**src/rtl/fmf_pkg.sv**
```systemverilog
`timescale 1ns / 1ps

package fmf_pkg;

    // Filter geometry
    localparam int TAPS       = 128;
    localparam int COEF_COUNT = 128;

    // Field and datapath widths
    localparam int SAMPLE_W = 8;
    localparam int COEF_W   = 5;
    localparam int PROD_W   = SAMPLE_W + COEF_W;
    localparam int ACC_W    = 16;

    typedef logic signed [SAMPLE_W-1:0] t_sample;
    typedef logic signed [COEF_W-1:0]   t_coef;
    typedef logic signed [PROD_W-1:0]   t_prod;
    typedef logic signed [ACC_W-1:0]    t_acc;

    // Matched-filter template, tap 0 applies to the newest sample
    localparam t_coef COEF_TABLE [COEF_COUNT] = '{
        5'sd10,  5'sd11,  5'sd11,  5'sd8,   5'sd3,   -5'sd3,  -5'sd8,  -5'sd11,
        -5'sd11, -5'sd10, -5'sd10, -5'sd10, -5'sd10, -5'sd10, -5'sd10, -5'sd10,
        -5'sd10, -5'sd10, -5'sd10, -5'sd10, -5'sd10, -5'sd10, -5'sd10, -5'sd10,
        -5'sd10, -5'sd10, -5'sd10, -5'sd10, -5'sd10, -5'sd10,
        -5'sd10, -5'sd10, -5'sd10, -5'sd11, -5'sd11, -5'sd8,  -5'sd3,  5'sd3,
        5'sd8,   5'sd11,  5'sd11,  5'sd10,  5'sd10,  5'sd10,  5'sd10,  5'sd10,
        5'sd10,
        5'sd10,  5'sd10,  5'sd11,  5'sd11,  5'sd8,   5'sd3,   -5'sd3,  -5'sd8,
        -5'sd11, -5'sd11, -5'sd10, -5'sd10, -5'sd10, -5'sd10, -5'sd10, -5'sd10,
        -5'sd10, -5'sd10, -5'sd11, -5'sd11, -5'sd8,  -5'sd3,  5'sd3,   5'sd8,
        5'sd11,  5'sd11,  5'sd10,  5'sd10,  5'sd10,  5'sd10,  5'sd10,  5'sd10,
        5'sd10,
        5'sd10,  5'sd11,  5'sd11,  5'sd8,   5'sd3,   -5'sd3,  -5'sd8,  -5'sd11,
        -5'sd11, -5'sd10, -5'sd10, -5'sd10, -5'sd10, -5'sd10, -5'sd10, -5'sd10,
        -5'sd10, -5'sd11, -5'sd11, -5'sd8,  -5'sd3,  5'sd3,   5'sd8,   5'sd11,
        5'sd11,  5'sd10,  5'sd10,  5'sd10,  5'sd10,  5'sd10,  5'sd10,  5'sd10,
        5'sd10,
        5'sd10,  5'sd10,  5'sd10,  5'sd10,  5'sd10,  5'sd10,  5'sd10,  5'sd10,
        5'sd10,  5'sd10,  5'sd10,  5'sd10,  5'sd10,  5'sd10,  5'sd10
    };

    // Coefficient of a tap; taps past the table weigh zero
    function automatic t_coef tap_coef(input int k);
        t_coef c;
        c = '0;
        if (k >= 0 && k < COEF_COUNT) begin
            c = COEF_TABLE[k];
        end
        return c;
    endfunction

endpackage

```
**src/rtl/fmf_tap_cell.sv**
```systemverilog
`timescale 1ns / 1ps

// One tap of the transposed filter: weights the broadcast sample and adds
// the partial sum handed on by the next cell up the chain.
module fmf_tap_cell (
    input  logic           i_clk,
    input  logic           i_rst_n,
    input  logic           i_en,
    input  fmf_pkg::t_sample i_sample,
    input  fmf_pkg::t_coef   i_coef,
    input  fmf_pkg::t_acc    i_sum,
    output fmf_pkg::t_acc    o_sum
);
    import fmf_pkg::*;

    t_prod w_prod;
    t_acc  r_sum;
    t_acc  n_sum;

    // Constant-coefficient product, then wrapping add
    always_comb begin
        w_prod = PROD_W'(i_sample) * PROD_W'(i_coef);
        n_sum  = i_sum + ACC_W'(w_prod);
    end

    // Partial sum register, advances once per accepted word
    always_ff @(posedge i_clk) begin
        if (!i_rst_n) begin
            r_sum <= '0;
        end else if (i_en) begin
            r_sum <= n_sum;
        end
    end

    assign o_sum = r_sum;

endmodule

```
**config.mk**
```make
export PLATFORM = sky130hd
export DESIGN_NAME = fmf_tap_cell
export DESIGN_NICKNAME = d
export VERILOG_FILES = /design/src/rtl/fmf_pkg.sv /design/src/rtl/fmf_tap_cell.sv
export SDC_FILE = /design/constraint.sdc
export NUM_CORES = 1
export LEC_CHECK = 0
export ABC_AREA = 1
export BUFFER_PORTS_ARGS = -buffer_cell sky130_fd_sc_hd__clkbuf_2
export CAP_MARGIN = 15
export CELL_PAD_IN_SITES_DETAIL_PLACEMENT = 1
export CELL_PAD_IN_SITES_GLOBAL_PLACEMENT = 2
export CORE_UTILIZATION = 33
export DETAILED_ROUTE_END_ITERATION = 8
export PLACE_DENSITY = 0.93
export SYNTH_ARGS = -nofsm -noshare
export SYNTH_HDL_FRONTEND = slang
export SYNTH_SLANG_ARGS = --single-unit
```
**constraint.sdc**
```tcl
create_clock -name i_clk -period 5.65 [get_ports i_clk]
set_input_delay 0.8475 -clock i_clk [delete_from_list [all_inputs] [get_ports i_clk]]
set_output_delay 0.8475 -clock i_clk [all_outputs]
set_load 0.02 [all_outputs]
```
==> results.yml <==
status:
  status: "finished with violations"
  violations: "DRC"
floorplanning:
  dieArea_um2: 9560
  coreArea_um2: 8810
  rows: 34
  ioPinCount: 48
  dieWidth_um: 97.8
  start_util: 0.344
  chipHeight_um: 97.8
power_and_ir_drop:
  ir_drop_v: 0.000116
  seqPwrFrac: 0.129
  p_sw_w: 0.000686
  switching_share: 0.541
  combPwrFrac: 0.791
  p_per_area_nw_per_um2: 370
  power.total_w: 0.00127
  p_clk_frac: 0.081
  internal_power_w: 0.000581
  p_leak_nw: 2.18
logic_synthesis:
  yosys.cell_types.count: 25
  syn_nets: 540
  synth_xor_xnor_area_share: 0.00868
  synth_top_family_by_area: "adder cells"
  synth_top_cell_area_share: 0.304
  synthMuxAreaShare: 0
  synth-seq-cells: 16
  seq_area_frac_synth: 0.106
  synthAdderAreaFrac: 0.441
  ys_top_cells_by_area: "fa_1 (30%), inv_1 (15%), ha_1 (14%), nand2_1 (12%), dfxtp_1 (11%)"
  synthCells: 429
  netlist_area_um2: 3030
  syn-mean-instance-area_um2: 7.05
  synth.largest_area_cell: "fa_1"
  yosysWarnings: 0
  synth_compound_area_frac: 0.0505
  synth-simple-area-share: 0.234
global_route:
  grt_pass1_vias: 2963
  groute.usage.overall: 0.167
  grt_pass1_wl_um: 13100
  grt_max_degree: 25
  grt_overflow: 0
  antenna_found_initial: 0
final_layout:
  n_antenna_cell: 0
  fin_cells: 581
  layout_common_cells: "inv_1 (118), nand2_1 (97), nor2_1 (52)"
  nets: 585
  layout-drive-gt1-share: 0.127
  fin_util: 0.389
  largest_reg_flops: 16
  nFillCells: 1144
  area_growth_pct: 13.2
  final_common_cell: "inv_1"
timing:
  worst_pin_slew_ps: 481
  fmax_mhz: 210
  min_period_ps: 4770
  fin_worst_skew_ps: 0
  max_slew_margin: 0.679
  period_share: 0.844
  drv_slew: 0
  hold_viol_final: 0
  fin_setup_tns_ps: 0
  worst_hold_slack_ps: 510
  setup_violations: 0
  rsz0062_at_grt: "no"
worst_setup_path:
  r2r-end: "o_sum[15]"
  crit_arrival_ps: 4920
  cp-end-kind: "flop"
  timing.rr.start: "o_sum[15]"
  worst_r2r_path_depth: 2
  ff2ff_setup_slack_ps: 4930
  required_ps: 5800
  cp-start-kind: "input port"
  crit_fanout: 9
  worstSetupPathType: "in2reg"
clocking:
  clk_pin_slew_ps: 60
  cts_resized: 0
  root_buffer: "clkbuf_8"
  cts_tree: "built"
  cts_setup_buffers: 0
  clk_path_buf_depth: 2
  cts_buffers: 3
  h-tree-depth: 1
  hold_buffers: 0
  cts.sink_count: 16
  clk-insertion-delay-late_ps: 250
routing:
  dr.pass1.iters: 6
  ant_nets: 0
  wl_per_cell_um: 12.0
  drtIter0Drc: 47
  wl_um: 6990
  drc: 5
  via_per_inst: 4.52
  dr_total_vias: 2629
place:
  hpwl_um: 6290
  dp_cells: 577
  finalWeightedCongestion: 0.812
  io_buffer_count: 47
min_path:
  hold_path_class: "reg2reg"
  hold_start: "o_sum[0]"
  whs_path_depth: 2
  whs_endpoint: "o_sum[0]"
job:
  drv_cap: 0
## worst max-delay path, stage by stage
cell      delay [ps]
clkbuf_2          90
clkinv_1         230
or2_2            380
fa_1             510
fa_1             550
inv_1             60
fa_1             530
inv_1             50
fa_1             560
inv_1             60
ha_1             210
a21oi_2          190
nand2_1          140
nand2_1           80
nand3_1          110
nand2_1           90
nand2_1           50
o21ai_1          150
inv_1             50
## power groups by stage
stage          logic, W  clock network, W  registers, W
6_report        0.00100          0.000102      0.000163
5_1_grt         0.00117          0.000112      0.000167
4_1_cts         0.00103          0.000108      0.000164
3_5_place_dp    0.00102                 0      0.000166
3_3_place_gp   0.000985                 0      0.000164
2_1_floorplan  0.000720                 0      0.000204
## final cells by class
class | count | area [µm²] | share of cell area
clock buffer | 4 | 55.1 | 0.0161
inverter | 122 | 458 | 0.134
multi-input combinational | 284 | 2220 | 0.648
sequential | 16 | 320 | 0.0936
tap | 108 | 135 | 0.0395
timing repair buffer | 47 | 235 | 0.0687
## metrics by stage
stage	area [µm²]	setup WS [ps]
6_report	3420	879
5_1_grt	3420	595
4_1_cts	3420	854
3_5_place_dp	3370	602
3_3_place_gp	3370	713
2_1_floorplan	3030	1030
## kinds of logic (layout without fill, tap and decap cells)
family	count (synthesis)	after routing
compound gates	27	27
xor+xnor	3	3
fa+ha+maj	79	79
buf+inv	129	173
flops	16	16
simple gates	175	175
## cells in the mapped netlist
library cell and n:
a21o_1 2, nand2_1 97, buf_2 1, nand2_2 3, xnor2_1 1, ha_1 33
inv_1 118, xor2_1 2, nor2_1 52, o21ai_0 11, nand3_1 16, nand4_1 3
o21bai_1 2, or2_2 1, o21ai_1 2, nand3_2 1, nand3b_1 1, nor2_2 1
a21oi_2 2, fa_1 46, inv_2 1, dfxtp_1 16, a21oi_1 8, clkbuf_1 6
clkinv_1 3
## metal layers
| layer | track usage | part of all wire | vias to the layer above |
|---|---|---|---|
| met3 | 0.0215 | 0.023 | 2 |
| met2 | 0.336 | 0.54 | 35 |
| met1 | 0.194 | 0.43 | 1260 |
| li1 | - | - | 1332 |
| met4 | 0.0105 | 0.0023 | 0 |
| met5 | 0 | 0 | - |
## how the worst max path moves through the flow
stage	start	to	slack (ps)	cells after the start
floorplan	i_coef[4]	o_sum[11]	1030	17
global placement	i_coef[4]	o_sum[11]	710	18
detailed placement	i_coef[4]	o_sum[10]	600	19
CTS	i_coef[4]	o_sum[10]	850	19
global route	i_coef[4]	o_sum[10]	590	19
finish	i_coef[4]	o_sum[10]	880	19
Note: power is estimated with default switching activity, not from simulation.
